**config.mk**
```make
export PLATFORM = sky130hd
export DESIGN_NAME = url_query_string_decoder
export DESIGN_NICKNAME = d
export VERILOG_FILES = /design/src/hdl/uqsd_pkg.sv /design/src/hdl/uqsd_step.sv /design/src/hdl/url_query_string_decoder.sv
export SDC_FILE = /design/constraint.sdc
export NUM_CORES = 1
export LEC_CHECK = 0
export BUFFER_PORTS_ARGS = -buffer_cell sky130_fd_sc_hd__clkbuf_2
export CAP_MARGIN = 20
export CORE_AREA = 2 2 56 79
export DETAILED_ROUTE_END_ITERATION = 7
export DIE_AREA = 0 0 58 81
export PLACE_DENSITY = 0.85
export SYNTH_ARGS = -nofsm -noshare
export SYNTH_HDL_FRONTEND = slang
export SYNTH_HIERARCHICAL = 1
export SYNTH_SLANG_ARGS = --single-unit
```
**constraint.sdc**
```tcl
create_clock -name clock -period 3.5 [get_ports clock]
set_input_delay 0.7 -clock clock [delete_from_list [all_inputs] [get_ports clock]]
set_output_delay 0.7 -clock clock [all_outputs]
set_load 0.03 [all_outputs]
```
**src/hdl/uqsd_pkg.sv**
```systemverilog
// Shared types, character codes and helpers for the URL query string decoder.
package uqsd_pkg;

   localparam logic [7:0] CHAR_PLUS    = 8'h2B;
   localparam logic [7:0] CHAR_PERCENT = 8'h25;
   localparam logic [7:0] CHAR_QUERY   = 8'h3F;
   localparam logic [7:0] CHAR_AMP     = 8'h26;
   localparam logic [7:0] CHAR_EQUAL   = 8'h3D;
   localparam logic [7:0] CHAR_SPACE   = 8'h20;
   localparam logic [7:0] HEX_LETTER_BASE = 8'd10;

   typedef enum logic [2:0] {
      MODE_PATH  = 3'd0,
      MODE_KEY   = 3'd1,
      MODE_VALUE = 3'd2,
      MODE_ESC1  = 3'd3,
      MODE_ESC2  = 3'd4
   } mode_type;

   typedef enum logic [1:0] {
      FIELD_PATH  = 2'd0,
      FIELD_KEY   = 2'd1,
      FIELD_VALUE = 2'd2
   } field_type;

   typedef struct packed {
      mode_type  mode;
      field_type ret;
      logic [3:0] high_nibble;
   } state_type;

   typedef struct packed {
      logic       byte_valid;
      logic [7:0] out_byte;
      field_type  field_tag;
      logic       field_closed;
      logic       empty_value;
      logic       string_end;
   } rsp_type;

   localparam state_type STATE_RESET = '{mode: MODE_PATH, ret: FIELD_PATH, high_nibble: 4'd0};

   // Non-hex characters decode to zero.
   function automatic logic [3:0] hex_value(input logic [7:0] ch);
      logic [7:0] v;
      v = 8'd0;
      if (ch >= 8'h41 && ch <= 8'h46) begin
         v = ch - 8'h41 + HEX_LETTER_BASE;
      end else if (ch >= 8'h61 && ch <= 8'h66) begin
         v = ch - 8'h61 + HEX_LETTER_BASE;
      end else if (ch >= 8'h30 && ch <= 8'h39) begin
         v = ch - 8'h30;
      end
      return v[3:0];
   endfunction

   function automatic field_type field_of(input mode_type m);
      field_type f;
      unique case (m)
         MODE_KEY:   f = FIELD_KEY;
         MODE_VALUE: f = FIELD_VALUE;
         default:    f = FIELD_PATH;
      endcase
      return f;
   endfunction

   function automatic mode_type mode_of(input field_type f);
      mode_type m;
      unique case (f)
         FIELD_KEY:   m = MODE_KEY;
         FIELD_VALUE: m = MODE_VALUE;
         default:     m = MODE_PATH;
      endcase
      return m;
   endfunction

endpackage

```
**src/hdl/uqsd_step.sv**
```systemverilog
// Per-character parse step: next parser state and the result for one transaction.
module uqsd_step (
   input  uqsd_pkg::state_type state,
   input  logic                kind,
   input  logic [7:0]          char_in,
   output uqsd_pkg::state_type state_next,
   output logic                emit,
   output uqsd_pkg::rsp_type   rsp
);

   logic                escaped;
   uqsd_pkg::field_type cur_field;
   uqsd_pkg::field_type ret_field;
   uqsd_pkg::field_type tag;

   assign escaped   = (state.mode == uqsd_pkg::MODE_ESC1) || (state.mode == uqsd_pkg::MODE_ESC2);
   assign cur_field = uqsd_pkg::field_of(state.mode);
   assign ret_field = uqsd_pkg::field_of(uqsd_pkg::mode_of(state.ret));
   assign tag       = escaped ? ret_field : cur_field;

   // Next state.
   always_comb begin
      state_next = state;
      priority if (kind) begin
         state_next = uqsd_pkg::STATE_RESET;
      end else if (char_in == uqsd_pkg::CHAR_PLUS) begin
         state_next = state;
      end else if (char_in == uqsd_pkg::CHAR_PERCENT && escaped) begin
         state_next.mode = uqsd_pkg::MODE_ESC1;
      end else if (state.mode == uqsd_pkg::MODE_ESC1) begin
         state_next.high_nibble = uqsd_pkg::hex_value(char_in);
         state_next.mode        = uqsd_pkg::MODE_ESC2;
      end else if (state.mode == uqsd_pkg::MODE_ESC2) begin
         state_next.mode = uqsd_pkg::mode_of(ret_field);
      end else if (char_in == uqsd_pkg::CHAR_PERCENT && cur_field != uqsd_pkg::FIELD_PATH) begin
         state_next.ret  = cur_field;
         state_next.mode = uqsd_pkg::MODE_ESC1;
      end else if (cur_field == uqsd_pkg::FIELD_PATH) begin
         state_next.mode = (char_in == uqsd_pkg::CHAR_QUERY) ? uqsd_pkg::MODE_KEY
                                                              : uqsd_pkg::MODE_PATH;
      end else if (cur_field == uqsd_pkg::FIELD_KEY) begin
         state_next.mode = (char_in == uqsd_pkg::CHAR_EQUAL) ? uqsd_pkg::MODE_VALUE
                                                              : uqsd_pkg::MODE_KEY;
      end else begin
         state_next.mode = (char_in == uqsd_pkg::CHAR_AMP) ? uqsd_pkg::MODE_KEY
                                                            : uqsd_pkg::MODE_VALUE;
      end
   end

   // Result.
   always_comb begin
      emit             = 1'b1;
      rsp.byte_valid   = 1'b0;
      rsp.out_byte     = 8'd0;
      rsp.field_tag    = cur_field;
      rsp.field_closed = 1'b0;
      rsp.empty_value  = 1'b0;
      rsp.string_end   = 1'b0;
      priority if (kind) begin
         rsp.field_tag    = tag;
         rsp.field_closed = 1'b1;
         rsp.empty_value  = (tag == uqsd_pkg::FIELD_KEY);
         rsp.string_end   = 1'b1;
      end else if (char_in == uqsd_pkg::CHAR_PLUS) begin
         rsp.byte_valid = 1'b1;
         rsp.out_byte   = uqsd_pkg::CHAR_SPACE;
         rsp.field_tag  = tag;
      end else if (char_in == uqsd_pkg::CHAR_PERCENT && escaped) begin
         emit = 1'b0;
      end else if (state.mode == uqsd_pkg::MODE_ESC1) begin
         emit = 1'b0;
      end else if (state.mode == uqsd_pkg::MODE_ESC2) begin
         rsp.byte_valid = 1'b1;
         rsp.out_byte   = {state.high_nibble, uqsd_pkg::hex_value(char_in)};
         rsp.field_tag  = ret_field;
      end else if (char_in == uqsd_pkg::CHAR_PERCENT && cur_field != uqsd_pkg::FIELD_PATH) begin
         emit = 1'b0;
      end else if (cur_field == uqsd_pkg::FIELD_PATH && char_in == uqsd_pkg::CHAR_QUERY) begin
         rsp.field_closed = 1'b1;
      end else if (cur_field == uqsd_pkg::FIELD_KEY && char_in == uqsd_pkg::CHAR_AMP) begin
         rsp.field_closed = 1'b1;
         rsp.empty_value  = 1'b1;
      end else if (cur_field == uqsd_pkg::FIELD_KEY && char_in == uqsd_pkg::CHAR_EQUAL) begin
         rsp.field_closed = 1'b1;
      end else if (cur_field == uqsd_pkg::FIELD_VALUE && char_in == uqsd_pkg::CHAR_AMP) begin
         rsp.field_closed = 1'b1;
      end else begin
         rsp.byte_valid = 1'b1;
         rsp.out_byte   = char_in;
      end
   end

endmodule

```
**src/hdl/url_query_string_decoder.sv**
```systemverilog
// URL query string decoder: splits a byte stream into tagged path, key and value bytes.
// A result is registered after its item leaves the input register, which also updates the parse state.
// Throughput: one transaction per cycle unless rsp_stall holds a result.
// Escape starts and first escape digits give no result.
// Reset (synchronous): empties both registers, parser returns to path mode.
module url_query_string_decoder (
   input  logic       clock,
   input  logic       reset,
   input  logic       req_valid,
   output logic       req_stall,
   input  logic       req_kind,
   input  logic [7:0] req_char_in,
   output logic       rsp_valid,
   input  logic       rsp_stall,
   output logic       rsp_byte_valid,
   output logic [7:0] rsp_out_byte,
   output logic [1:0] rsp_field_tag,
   output logic       rsp_field_closed,
   output logic       rsp_empty_value,
   output logic       rsp_string_end
);

   logic                in_valid_ff;
   logic                in_kind_ff;
   logic [7:0]          in_char_ff;
   uqsd_pkg::state_type state_ff;
   uqsd_pkg::state_type state_in;
   logic                out_valid_ff;
   uqsd_pkg::rsp_type   out_ff;
   uqsd_pkg::rsp_type   step_rsp;
   logic                step_emit;
   logic                out_ready;
   logic                advance;

   uqsd_step u_step (
      .state      (state_ff),
      .kind       (in_kind_ff),
      .char_in    (in_char_ff),
      .state_next (state_in),
      .emit       (step_emit),
      .rsp        (step_rsp)
   );

   assign out_ready = !out_valid_ff || !rsp_stall;
   assign advance   = in_valid_ff && out_ready;
   assign req_stall = in_valid_ff && !out_ready;

   always_ff @(posedge clock) begin
      if (reset) begin
         in_valid_ff  <= 1'b0;
         out_valid_ff <= 1'b0;
         state_ff     <= uqsd_pkg::STATE_RESET;
      end else begin
         if (!req_stall) begin
            in_valid_ff <= req_valid;
         end
         if (out_ready) begin
            out_valid_ff <= advance && step_emit;
         end
         if (advance) begin
            state_ff <= state_in;
         end
      end
   end

   always_ff @(posedge clock) begin
      if (req_valid && !req_stall) begin
         in_kind_ff <= req_kind;
         in_char_ff <= req_char_in;
      end
      if (advance && step_emit) begin
         out_ff <= step_rsp;
      end
   end

   assign rsp_valid        = out_valid_ff;
   assign rsp_byte_valid   = out_ff.byte_valid;
   assign rsp_out_byte     = out_ff.out_byte;
   assign rsp_field_tag    = out_ff.field_tag;
   assign rsp_field_closed = out_ff.field_closed;
   assign rsp_empty_value  = out_ff.empty_value;
   assign rsp_string_end   = out_ff.string_end;

endmodule

```
## Word level (Yosys, flattened, before mapping)

Index checks and enable logic that the tools add are counted.

| word-level totals | value |
|---|---|
| register bits after elaboration | 34 |
| input bits | 13 |
| output and inout bits | 16 |
| word-level logic and storage cells | 125 |

| cells by class | value |
|---|---|
| add/subtract/negate cells | 5 |
| magnitude comparators | 6 |
| eq/ne operators | 22 |
| muxes and demuxes | 51 |
| reduce and logical (&&, ||, !) cells | 27 |

Operators by type and width:

| cell | number |
|---|---|
| $mux W9 | 8 |
| $eq A8 B6 Y1 const B | 5 |
| $mux W13 | 2 |
| $mux W2 | 10 |
| $mux W4 | 5 |
| $mux W3 | 6 |
| $ge A8 B7 Y1 const B | 2 |
| $le A8 B7 Y1 const B | 2 |
| $pmux W2 S2 | 4 |
| $mux W1 | 14 |
| $logic_and A1 B1 Y1 | 13 |
| $sub A4 B1 Y4 const B | 3 |
| $mux W11 | 1 |
| $eq A2 B1 Y1 const B | 5 |
| $add A4 B4 Y4 const B | 2 |
| $eq A2 B2 Y1 const B | 4 |
| $ge A8 B6 Y1 const B | 1 |
| $le A8 B6 Y1 const B | 1 |
| $ne A2 B2 Y1 const B | 4 |
| $eq A3 B2 Y1 const B | 2 |
| $mux W6 | 1 |
| $reduce_and A6 Y1 | 1 |
| $reduce_bool A2 Y1 | 3 |
| $logic_not A1 Y1 | 4 |
| other kinds (7) | 8 |

## Depth between registers and ports, before layout

| depth | value |
|---|---|
| depth after elaboration | 14 |
| depth in mapped cells | 9 |
| depth with buffers taken out | 9 |

## Cells and area by module

Netlist, hierarchy kept.

Modules (own cells, without submodules):

| module | instances | cells each | area an instance (µm²) | seq. area each (µm²) |
|---|---|---|---|---|
| url_query_string_decoder | 1 | 74 | 1182.4 | 910.9 |
| uqsd_step | 1 | 171 | 1049.8 | 0.0 |

## Least setup slack after synthesis

OpenSTA, ideal clock, no wires.

| path | value |
|---|---|
| path kind | register to register |
| start point | register in_char_ff[1] |
| end point | register out_ff (netlist bit rsp_byte_valid), enable pin |
| setup time | 0.390 ns |
| arrival time | 2.234 ns |
| required time | 3.110 ns |
| setup slack | 0.876 ns |
| cell stages (with the launch flop) | 9 |
| buffers on the path | 0 |
| clock period less this slack | 2.624 ns |
| cell sequence | edfxtp_1 -> inv_1 -> ha_1 -> nand3b_1 -> nor2_2 -> o211ai_1 -> or3_1 -> nand2_1 -> a21oi_1 |

| on the way | value |
|---|---|
| longest elaborated chain between the ends | 9 |
| elaborated cells between the ends (all ways) | 11 |
| those cells by class | eq/ne: 2; mux: 6; reduce/logical: 3 |

Ends and longest elaborated chain:

| item | line | source |
|---|---|---|
| start: declaration | url_query_string_decoder.sv:25 | `logic [7:0] in_char_ff;` |
| start signal: assignment | url_query_string_decoder.sv:69 | `in_char_ff <= req_char_in;` |
| $eq A8 B6 Y1 | uqsd_step.sv:68, uqsd_step.sv:76 |  |
| $logic_and A1 B1 Y1 | uqsd_step.sv:76 | `end else if (char_in == uqsd_pkg::CHAR_PERCENT && cur_field != uqsd_pkg::FIELD_PATH) begin` |
| $mux W1 | uqsd_step.sv:76 |  |
| $mux W1 | uqsd_step.sv:72 | `end else if (state.mode == uqsd_pkg::MODE_ESC2) begin` |
| $mux W1 | uqsd_step.sv:70 | `end else if (state.mode == uqsd_pkg::MODE_ESC1) begin` |
| $mux W1 | uqsd_step.sv:68 | `end else if (char_in == uqsd_pkg::CHAR_PERCENT && escaped) begin` |
| $mux W1 * | uqsd_step.sv:64 | `end else if (char_in == uqsd_pkg::CHAR_PLUS) begin` |
| $mux W1 * | uqsd_step.sv:59 | `priority if (kind) begin` |
| via step_emit | url_query_string_decoder.sv:31 | `logic step_emit;` |
| $logic_and A1 B1 Y1 * | url_query_string_decoder.sv:71 | `if (advance && step_emit) begin` |
| end signal: assignment | url_query_string_decoder.sv:72 | `out_ff <= step_rsp;` |
| end: declaration | url_query_string_decoder.sv:29 | `uqsd_pkg::rsp_type out_ff;` |

Mark *: on every way through the listed nets, which the timed path passes. The rest lies on a longest branch.
A chain may end at the register's enable or synchronous reset.

## Worst setup path after layout

| path | value |
|---|---|
| start point | register in_char_ff[1] |
| end point | register out_ff (netlist bit rsp_out_byte[1]), enable pin |

The elaborated chain is that of the path after synthesis.

==> qor.csv <==
metric,value,unit
status,finished clean,
relative slew slack,53.63,%
die width,58,um
Max Slew Vio Count,0,
Clock Latency Late Sink,290,ps
fin area,2461,um2
worst-margin pin slew,695.6,ps
VDD IR max,338.1,uV
RSZ-0062 raised after global routing,no,
type of the worst min-delay path,flip-flop to flip-flop,
clock root buffer,clkbuf_8,
largest net degree at the start of global routing,21,
post-synthesis cell count,245,
most frequent cells in the layout,"clkbuf_2, a21oi_1, edfxtp_1",
Post-DP Area,2380,um2
Setup WS post-layout,730.5,ps
number of routed nets with antenna violations,0,
vias in the first global route,1836,
CTS sink cnt,34,
Die H,81,um
crit end category,flip-flop,
Setup CP Type,flip-flop to flip-flop,
fillers,366,
initial antenna violation count,0,
Vias,2022,
Inserted Diodes,0,
1st-iter DRT viols,115,
Avg WL per Cell,16.25,um
"FFs w/ async S/R, synth",0,%
Final Skew,5.955,ps
# hold bufs at CTS,0,
Final period util,79.13,%
final hold violation count,0,
core footprint,4064,um2
CP Data Required Time,3530,ps
clock-pin slew on the worst setup and hold paths,60,ps
register area share after synthesis,40.81,%
Setup Slack @ Placement,790.5,ps
synthesized area,2232,um2
share of layout cells above drive strength 1,17.34,%
Synth cell types,54,
dpl hpwl,3861,um
initial core utilization,54.93,%
setup TNS,0,ps
DRT Wirelength,5136,um
CP Launch Type,flip-flop,
final net count,287,
Worst Path Arrival,2800,ps
GRT Residual Overflow,0,
post-synthesis register bit count,34,
critical path peak fanout,14,
row cnt,28,
fin crit period,2770,ps
ys flop type,edfxtp_1,
worst hold path cell count,2,
DR pass1 iterations,4,
H-Tree Depth,2,
first-pass GRT wire length,8487,um
CTS Buffer Depth,2,
yosys warns,6,
"Net Count, Synth",262,
"Area growth, synth to finish",10.26,%
number of setup buffers added after CTS,0,
total I/O pin count,29,
Max Cap Viol,0,
Post-synth EDFFs,23,
count of final setup violators,0,
PwrDens,335.8,nW/um2
fmax,0.3611,GHz
gr usage total,23.84,%
cts repair resizes,0,
"commonest non-fill, non-tap cell in the layout",clkbuf_2,
R2R cell count,9,
cts bufs inserted,5,
CTS tree,built,
mean post-synth cell area,9.111,um2
Via density,6.399,
number of remaining DRC errors,0,
total leakage power,0.0008803,uW
IO buf count,28,
die area,4698,um2
routability congestion estimate from global placement,0.9896,
-- cells in the mapped netlist (2+ instances only) --
master     instances  area [um2]
nor2_1            12       45.04
nand4_1            3       18.77
o22ai_1            3       18.77
xnor2_1            2       17.52
nor4_1             2       12.51
nand2b_1          20       125.1
a31oi_1            7       43.79
a21oi_1           24       120.1
o31ai_1            4       30.03
a211oi_1           3       22.52
nand3_1            3       15.01
clkbuf_1           7       26.28
nor3_1             4       20.02
o2111ai_1          2       17.52
o211ai_1           6       45.04
a21o_1             2       15.01
buf_6              3       33.78
mux2i_1            9       90.09
nor4b_1            2       17.52
nand2_1           21       78.83
nor3b_1            3       22.52
and2_1             4       25.02
o21ai_0           17       85.08
nand3b_1           3       22.52
ha_1               4       50.05
buf_2              3       15.01
nor2b_1            6       37.54
dfxtp_1           11       220.2
edfxtp_1          23       690.7
inv_1              8       30.03
-- power by group --
group | internal (uW) | switching [uW] | leakage (uW)
Clock | 136 | 133 | 0.0000426
Combinational | 34.5 | 59.8 | 0.000527
Sequential | 446 | 16.3 | 0.000310
Total | 617 | 209 | 0.000880
-- cell type report --
cell class,instances,area (um2),area share [%]
multi-input cells,188,1205,48.96
flip-flops and latches,34,910.9,37.01
repair buffers,33,177.7,7.219
clock buffers,6,72.57,2.949
well taps,45,56.30,2.288
inverters,8,30.03,1.220
clock inverters,2,8.758,0.3559
-- state kept, by name (all words and copies together) (netlist names) --
register,flops
state_ff,9
rsp_field_closed,1
in_valid_ff,1
rsp_empty_value,1
rsp_field_tag,2
rsp_out_byte,8
rsp_string_end,1
rsp_byte_valid,1
rsp_valid,1
in_char_ff,8
in_kind_ff,1
-- kinds of logic after synthesis --
| family | share of synthesized area (%) |
|---|---|
| buf+inv | 5.213 |
| compound gates | 23.60 |
| fa+ha+maj | 2.242 |
| simple gates | 22.93 |
| xor+xnor | 1.177 |
| mux | 4.036 |
| flops | 40.81 |
-- worst paths after layout --
check	from	to	slack (ps)
worst max-delay path	in_char_ff[1]	rsp_out_byte[1]	730
worst min-delay path	in_valid_ff	rsp_valid	500
worst max register to register	in_char_ff[1]	rsp_out_byte[1]	730
worst min register to register	in_valid_ff	rsp_valid	500
-- layer usage --
metal / vias up / GRT usage [%] / wire length [um]
met4: 0 / 14.88 / 275
met2: 108 / 41.82 / 2567
li1: 967 / - / -
met3: 25 / 4.618 / 375
met1: 922 / 25.96 / 1917
met5: - / 0 / 0
-- critical path, stage by stage (launching register included) --
cell and delay (ps):
edfxtp_1 490, inv_1 140, ha_1 290, nand3b_1 260, nor2_2 370, o211ai_1 230, or3_1 380, nand2_1 100
a21oi_1 40, buf_4 200
-- per-stage QoR --
stage / total power, uW / util [%] / hold WS, ps / instances
finish: 826.4 / 60.56 / 502.9 / 316
global route: 859.0 / 60.56 / 528.5 / 316
CTS: 835.7 / 60.56 / 503.0 / 316
detailed placement: 564.5 / 58.56 / 494.7 / 308
global placement: 562.3 / 58.56 / 483.9 / 308
floorplan: 538.8 / - / 445.5 / 245
(Power assumes the default switching activity.)
